## src/rtl/slcs_ram.sv

```systemverilog
module slcs_ram #(
	parameter int WIDTH = 8,
	parameter int DEPTH = 32,
	parameter int AW    = (DEPTH > 1) ? $clog2(DEPTH) : 1
) (
	input  logic             clk,
	input  logic             we,
	input  logic [AW-1:0]    waddr,
	input  logic [WIDTH-1:0] wdata,
	input  logic [AW-1:0]    raddr,
	output logic [WIDTH-1:0] rdata
);

	logic [WIDTH-1:0] mem [DEPTH];

	// One write port and one registered read port.
	always_ff @(posedge clk) begin
		if (we) begin
			mem[waddr] <= wdata;
		end
		rdata <= mem[raddr];
	end

endmodule

```

## config.mk

```make
export PLATFORM = sky130hd
export DESIGN_NAME = slcs_ram
export DESIGN_NICKNAME = d
export VERILOG_FILES = /design/src/rtl/slcs_ram.sv
export SDC_FILE = /design/constraint.sdc
export NUM_CORES = 1
export LEC_CHECK = 0
export BUFFER_PORTS_ARGS = -buffer_cell sky130_fd_sc_hd__buf_2
export CAP_MARGIN = 25
export CORE_ASPECT_RATIO = 1.4
export CORE_MARGIN = 8
export CORE_UTILIZATION = 65
export CTS_CLUSTER_DIAMETER = 200
export CTS_CLUSTER_SIZE = 28
export DETAILED_ROUTE_END_ITERATION = 12
export HOLD_SLACK_MARGIN = 0.06
export PLACE_DENSITY = 0.83
export SYNTH_ARGS = -nofsm -noshare
export SYNTH_HDL_FRONTEND = slang
export SYNTH_SLANG_ARGS = --single-unit
```

## constraint.sdc

```tcl
create_clock -name clk -period 5.5 [get_ports clk]
set_clock_uncertainty 0.05 [all_clocks]
set_input_delay 0 -clock clk [delete_from_list [all_inputs] [get_ports clk]]
set_output_delay 0 -clock clk [all_outputs]
set_load 0.03 [all_outputs]
```

Word-level counts from Yosys, hierarchy flattened
Memory sizes are Yosys's and may differ from the RTL's. A register that Yosys moved wholly into a read port is not among the register bits.
Cells that the tools add are included.
Widths: inputs -> output; s select.
{"block": "op_classes", "n_mux": 2}
{"op": "$mux 1", "n": 2}
{"block": "totals", "ff_bits": 0, "ramBits": 256, "input_bits": 20, "output_inout_bits": 8, "elab_cells": 3, "memories": 1}
{"memory": "mem", "words": 32, "word_bits": 8, "rd": 1, "rd_ports_with_merged_regs": 1, "wr": 1, "line": "14", "text": "logic [WIDTH-1:0] mem [DEPTH];"}

Longest topological paths before layout
Gate-level depths: netlist of the first run.
{"block": "logic_depth", "word_depth": 2, "mapped_depth": 5, "mapped_depth_nobuf": 3}

Worst setup path after synthesis of the first run
OpenSTA, ideal clock, no wires.
{"block": "synth_path", "path_kind": "input to register", "from": "in raddr[2]", "to": "reg rdata[0], read port of mem", "setup_ps": 121, "t_arrival_ps": 1682, "required_time_ps": 5329, "setup_slack_ps": 3648, "path_stages": 5, "path_buffers": 2, "cell_sequence": "clkbuf_1 clkbuf_1 mux4_2 mux4_2 mux2_2"}
{"element": "start: declaration", "line": "10", "text": "input logic [AW-1:0] raddr,"}
{"element": "end: declaration", "line": "11", "text": "output logic [WIDTH-1:0] rdata"}

==> metrics.md, run 1 <==
| Metric | Value |
|---|---|
| Hold Vio Cnt, Final | `0` |
| Global-route wire length before repair | `29.4 mm` |
| H-tree depth | `1` |
| Critical Path RT | `5.82 ns` |
| Synth warn | `0` |
| Pins Over Slew Limit | `0` |
| Vias in the first global route | `between 4k and 5k` |
| Slowest CP cell | `buf_4` |
| Count leader, synth | `edfxtp_1` |
| Leading area contributor after synthesis | `edfxtp_1` |
| Max Clk Rate | `around 450 MHz` |
| Least-Margin Pin Slew | `around 1 ns` |
| Maxcap violations | `0` |
| IO Port Bufs | `27` |
| Largest net degree at the start of global routing | `39` |
| Largest family of logic cells by synthesized area | `multiplexers` |
| Hpwl dp | `between 10 and 15 mm` |
| Routed len/inst | `30.0 µm` |
| Effective utilization at floorplan | `0.655` |
| # rows | `54` |
| Slew HR | `0.312` |
| Fraction of registers with async set/reset | `0` |
| Post-Syn Nets | `~440` |
| Root buf cell | `clkbuf_16` |
| DRC violations left | `0` |
| Peak VDD IR | `0.341 mV` |
| Top cells by area, synth | `edfxtp_1, mux4_2, dfxtp_1` |
| Die width | `around 120 µm` |
| Setup violators final | `0` |
| Initial antenna violation count | `0` |
| Gates resized, CTS repair | `0` |
| Pleak | `between 3 and 4 nW` |
| CP Capture Type | `flip-flop` |
| Area share of the largest cell type after synthesis | `0.765` |
| GRT Total Usage | `0.208` |
| CTS buffer count | `13` |
| EDFF count, synth | `roughly 260` |
| Max clock buf depth | `3` |
| IO Count | `28` |
| Layout Nets | `470` |
| Critical Path AT | `about 2.6 ns` |
| PwrDens | `324 nW/µm²` |
| Final WL | `19.5 mm` |
| CP max FO | `38` |
| Post-synthesis compound-gate area fraction | `0` |
| Post-DR vias/cell | `approximately 6.8` |
| Mapped Avg Cell Area | `about 24 µm²` |
| Simple-gate share of the synthesized area | `0.0207` |
| Worst path max stage delay | `~0.60 ns` |
| Synth Cell Area | `approximately 10000 µm²` |
| Sequential area share after synthesis | `0.781` |
| Clock slew at reported path FFs | `0.10 ns` |
| GP Congestion | `0.804` |
| Hold crit path type | `in2reg` |
| Proportion of layout cells with a drive suffix above 1 | `0.294` |
| Multiplexer share of the synthesized area | `0.188` |
| Antenna-violating nets left | `0` |
| Synth top cells by count | `edfxtp_1, mux4_2, nor2_1` |
| Post-Syn Instances | `~420` |
| CTS sink count | `between 200 and 300` |
| Top_reg_cell synth | `edfxtp_1` |
| Fin crit share | `0.405` |
| PnR worst setup slack | `around 3.3 ns` |
| RSZ-0062 raised after global routing | `false` |
| Minimum clock period | `about 2.2 ns` |
| Worst setup SP type | `input port` |
| Die area | `between 15000 and 20000 µm²` |
| DR vias | `4419` |
| Synth Area in Adders | `0` |
| Status | `complete, no violations` |
| Post-CTS Repair Setup Buffers | `0` |
| Core Region | `15300 µm²` |
| Grt total ovfl | `0` |
| Layout area overhead | `7.46%` |
| Initial DRC count | `roughly 500` |
| Flops & latches, synth | `between 200 and 300` |
| Drt pass-1 iters | `5` |
| Die height | `approximately 160 µm` |
| Worst-Skew Late Latency | `0.49 ns` |
| Pre-CTS setup slack | `2.65 ns` |
| Crit path kind | `in2reg` |
| Critical-path cell list | `buf_4 > buf_4 > mux4_2 > mux4_2 > mux2_2` |
| CTS tree | `built` |
| Netlist cell types | `15` |
| Setup TNS | `0 ns` |
| Antenna diodes | `0` |
| Synth Area in XOR/XNOR | `0` |
[logic make-up after synthesis]
| logic type | Yosys count |
|---|---|
| flops | 264 |
| simple gates | 45 |
| mux | 88 |
| buf+inv | 20 |
[area by class of cell]
class / count / area [µm²]
clock buffer: 20 / 352
clock inverter: 1 / 16.3
fill: 823 / 4530
multi-input combinational: 133 / 2100
sequential: 264 / 7850
tap: 196 / 245
timing repair buffer: 38 / 243
[placed cells by master, fill, tap and decap left out]
cell	instances
edfxtp_1	256
mux4_2	80
nor2_1	33
buf_2	26
clkbuf_16	13
dlygate4sd3_1	9
mux2_2	8
dfxtp_1	8
clkbuf_1	7
nand3b_1	5
or3b_2	3
buf_4	3
nand3_1	2
nand2_1	1
or3_1	1
inv_12	1
[state kept, by name, indices dropped and copies added, names as in the netlist]
signal	count
rdata	8
mem	256
[path summary, 6_finish.rpt]
| path | from | to | slack [ns] | depth (start not counted) |
|---|---|---|---|---|
| worst min-delay path | raddr[4] | rdata[2] | 0.16 | 3 |
| worst min register to register | mem[22][2] | rdata[2] | 0.87 | 3 |
| worst max-delay path | raddr[0] | rdata[5] | 3.27 | 5 |
| worst max register to register | mem[31][0] | rdata[0] | 3.62 | 3 |
[worst max-delay path: cells and delay by family]
family                 cells  cell delay, ns
buffers and inverters      2            1.17
multiplexers               3            1.37
[where the power goes]
group,internal (mW),switching (mW)
Sequential,2.23,0.00937
Clock,0.455,0.580
Combinational,0.0915,0.126
Total,2.78,0.715
[stage by stage]
stage	cells	area (µm²)	hold slack, ns	total power, mW	utilization
2_1_floorplan	417	10100	0.0489	2.42	-
3_3_place_gp	622	10300	0.377	2.49	0.674
3_5_place_dp	622	10300	0.392	2.51	0.674
4_1_cts	652	10800	0.155	3.52	0.704
5_1_grt	652	10800	0.186	3.60	0.704
6_report	652	10800	0.159	3.50	0.704
[what timing repair did]
action | CTS | global route
hold buffers | 9 | 0
setup endpoints to repair | 0 | 0
hold endpoints to repair | 263 | 0
[layer usage]
layer,global-route usage,share of wire,vias up
met3,0.0332,0.083,29
met4,0.0661,0.025,0
met1,0.268,0.36,2349
met2,0.356,0.54,215
li1,-,-,1826
met5,0,0,-
Note: power is estimated with default switching activity, not from simulation.
==> inputs of run 2 (changes only) <==
--- a/config.mk
+++ b/config.mk
@@ -9,12 +9,12 @@
 export CAP_MARGIN = 25
 export CORE_ASPECT_RATIO = 1.4
 export CORE_MARGIN = 8
-export CORE_UTILIZATION = 65
+export CORE_UTILIZATION = 55
 export CTS_CLUSTER_DIAMETER = 200
 export CTS_CLUSTER_SIZE = 28
 export DETAILED_ROUTE_END_ITERATION = 12
 export HOLD_SLACK_MARGIN = 0.06
-export PLACE_DENSITY = 0.83
+export PLACE_DENSITY = 0.74
 export SYNTH_ARGS = -nofsm -noshare
 export SYNTH_HDL_FRONTEND = slang
 export SYNTH_SLANG_ARGS = --single-unit
==> constraint.sdc (replaced) <==
create_clock -name clk -period 1.9 [get_ports clk]
set_clock_uncertainty 0.05 [all_clocks]
set_input_delay 0 -clock clk [delete_from_list [all_inputs] [get_ports clk]]
set_output_delay 0 -clock clk [all_outputs]
set_load 0.03 [all_outputs]
==> metrics.md, run 2 (synthesized netlist as in run 1, its figures left out) <==
| Metric | Value |
|---|---|
| Critical Path RT | `2.24 ns (was 5.82 ns)` |
| CTS buffer count | `13 (unchanged)` |
| Layout area overhead | `12.7% (was 7.46%)` |
| CP max FO | `1 (was 38)` |
| Initial antenna violation count | `1 (was 0)` |
| Effective utilization at floorplan | `0.561 (was 0.655)` |
| Most common cell after layout, fill and taps aside | `edfxtp_1 (unchanged)` |
| Minimum clock period | `approximately 1.9 ns` |
| Crit path kind | `reg2reg (was in2reg)` |
| Max Clk Rate | `between 500 and 600 MHz` |
| DP Cell Count | `713 (was 622)` |
| Largest regs | `mem (256), rdata (8) (unchanged)` |
| WHS Path Cells | `4 (was 3)` |
| Overall power | `10.2 mW (was 3.50 mW)` |
| Delay-heaviest family, CP | `multiplexers (unchanged)` |
| Die height | `176 µm (was 163 µm)` |
| Bufs and invs on worst path | `0 (was 2)` |
| Worst path max stage delay | `0.54 ns (was 0.60 ns)` |
| DR vias | `4512 (was 4419)` |
| Hold crit path type | `in2reg (unchanged)` |
| Antenna diodes | `0 (unchanged)` |
| Max clock buf depth | `3 (unchanged)` |
| PwrDens | `901 nW/µm² (was 324 nW/µm²)` |
| Worst path most repeated cell | `mux4_2` |
| IO Port Bufs | `27 (unchanged)` |
| GRT Total Usage | `0.179 (was 0.208)` |
| Multi-input gate area | `2100 µm² (unchanged)` |
| RSZ-0062 raised after global routing | `false (unchanged)` |
| Slowest CP cell | `mux4_2 (was buf_4)` |
| Clock slew at reported path FFs | `0.10 ns (about the same)` |
| Setup violators final | `0 (unchanged)` |
| CP Capture Type | `flip-flop (unchanged)` |
| Status | `complete, no violations (unchanged)` |
| Root buf cell | `clkbuf_16 (unchanged)` |
| IO Count | `28 (unchanged)` |
| Worst setup SP type | `flip-flop (was input port)` |
| H-tree depth | `1 (unchanged)` |
| Least-Margin Pin Slew | `0.608 ns (was 1.03 ns)` |
| Vias in the first global route | `4762 (was 4704)` |
| Pins Over Slew Limit | `0 (unchanged)` |
| Register name with the most flops | `mem (unchanged)` |
| Largest register FFs | `256 (unchanged)` |
| Worst-Skew Late Latency | `0.49 ns (about the same)` |
| Number of filler cells placed in the layout | `1194 (was 823)` |
| Fin crit share | `0.977` |
| Initial DRC count | `522 (was 495)` |
| Peak VDD IR | `0.500 mV (was 0.341 mV)` |
| Hold Vio Cnt, Final | `0 (unchanged)` |
| Proportion of layout cells with a drive suffix above 1 | `0.362 (was 0.294)` |
| Layout Nets | `517 (was 470)` |
| Global-route wire length before repair | `29.6 mm (was 29.4 mm)` |
| Die area | `22900 µm² (was 19800 µm²)` |
| Pleak | `3.59 nW (was 3.30 nW)` |
| Critical Path AT | `2.19 ns (was 2.55 ns)` |
| Gates resized, CTS repair | `0 (unchanged)` |
| Post-DR vias/cell | `6.07 (was 6.78)` |
| Hpwl dp | `13.1 mm (was 12.1 mm)` |
| Routed len/inst | `26.7 µm (was 30.0 µm)` |
| Drt pass-1 iters | `5 (unchanged)` |
| Maxcap violations | `0 (unchanged)` |
| Post-CTS Repair Setup Buffers | `0 (unchanged)` |
| Largest net degree at the start of global routing | `33 (was 39)` |
| Pre-CTS setup slack | `-0.138 ns (was 2.65 ns)` |
| PnR worst setup slack | `0.0437 ns (was 3.27 ns)` |
| Register-to-Register Path Depth | `3 (unchanged)` |
| Antenna-violating nets left | `0 (unchanged)` |
| Critical path depth in cells | `3 (was 5)` |
| CTS tree | `built (unchanged)` |
| Sequential cell area | `7850 µm² (unchanged)` |
| Slew HR | `0.594 (was 0.312)` |
| Die width | `130 µm (was 121 µm)` |
| Critical-path cell list | `mux4_2 > mux4_2 > mux2_2 (was buf_4 > buf_4 > mux4_2 > mux4_2 > mux2_2)` |
| CTS sink count | `264 (unchanged)` |
| Final WL | `19.9 mm (was 19.5 mm)` |
| DRC violations left | `0 (unchanged)` |
| Final std cell area, no fill | `11300 µm² (was 10800 µm²)` |
| Core Region | `17900 µm² (was 15300 µm²)` |
| Grt total ovfl | `0 (unchanged)` |
| Final Non-Filler Cells | `743 (was 652)` |
| DP Area | `10900 µm² (was 10300 µm²)` |
| # rows | `58 (was 54)` |
| GP Congestion | `0.784 (was 0.804)` |
| Most frequent cells in the layout | `edfxtp_1, mux4_2, buf_4 (was edfxtp_1, mux4_2, nor2_1)` |
run 2: cell types whose count changed in the layout (fill, tap and decap cells not counted):
cell / previous run / this run
buf_4: 3 / 41
buf_12: 0 / 9
clkbuf_1: 7 / 6
inv_6: 0 / 1
run 2: worst paths after layout:
path	start	slack, ns	endpoint
max	mem[22][7]	0.04	rdata[7]
min	waddr[3]	0.13	mem[31][3]
max reg2reg	mem[22][7]	0.04	rdata[7]
min reg2reg	mem[4][2]	0.87	rdata[2]
run 2: final cells by class:
| type | instances | area share |
|---|---|---|
| flip-flops and latches | 264 | 0.693 |
| well taps | 240 | 0.0265 |
| clock buffers | 19 | 0.0307 |
| clock inverters | 2 | 0.00221 |
| multi-input cells | 133 | 0.185 |
| repair buffers | 85 | 0.0625 |
run 2: report_power, final:
group | total, mW | internal, mW | switching (mW)
Combinational | 0.703 | 0.317 | 0.386
Clock | 3.01 | 1.32 | 1.69
Sequential | 6.49 | 6.47 | 0.0273
Total | 10.2 | 8.10 | 2.10
run 2: repair_timing:
item | 4_1_cts | 5_1_grt
endpoints found under the hold margin | 264 | 0
hold buffers | 9 | 0
endpoints found under the setup margin | 0 | 0
run 2: metal layers:
layer	vias to the layer above	GRT usage	part of all wire
met5	-	0	0.00065
met4	2	0.0670	0.033
met3	41	0.0317	0.064
met2	185	0.296	0.51
met1	2365	0.233	0.39
li1	1919	-	-
run 2: worst register-to-register path, cell delays in order, from the launching register on:
cell      delay, ns
edfxtp_1       0.39
mux4_2         0.49
mux4_2         0.54
mux2_2         0.29
run 2: per-stage QoR:
stage,TNS [ns],hold WS [ns],utilization
3_5_place_dp,-0.663,0.399,0.606
6_report,0,0.135,0.632
4_1_cts,0,0.129,0.632
5_1_grt,0,0.149,0.632
2_1_floorplan,0,0.0489,-
3_3_place_gp,-0.555,0.390,0.606
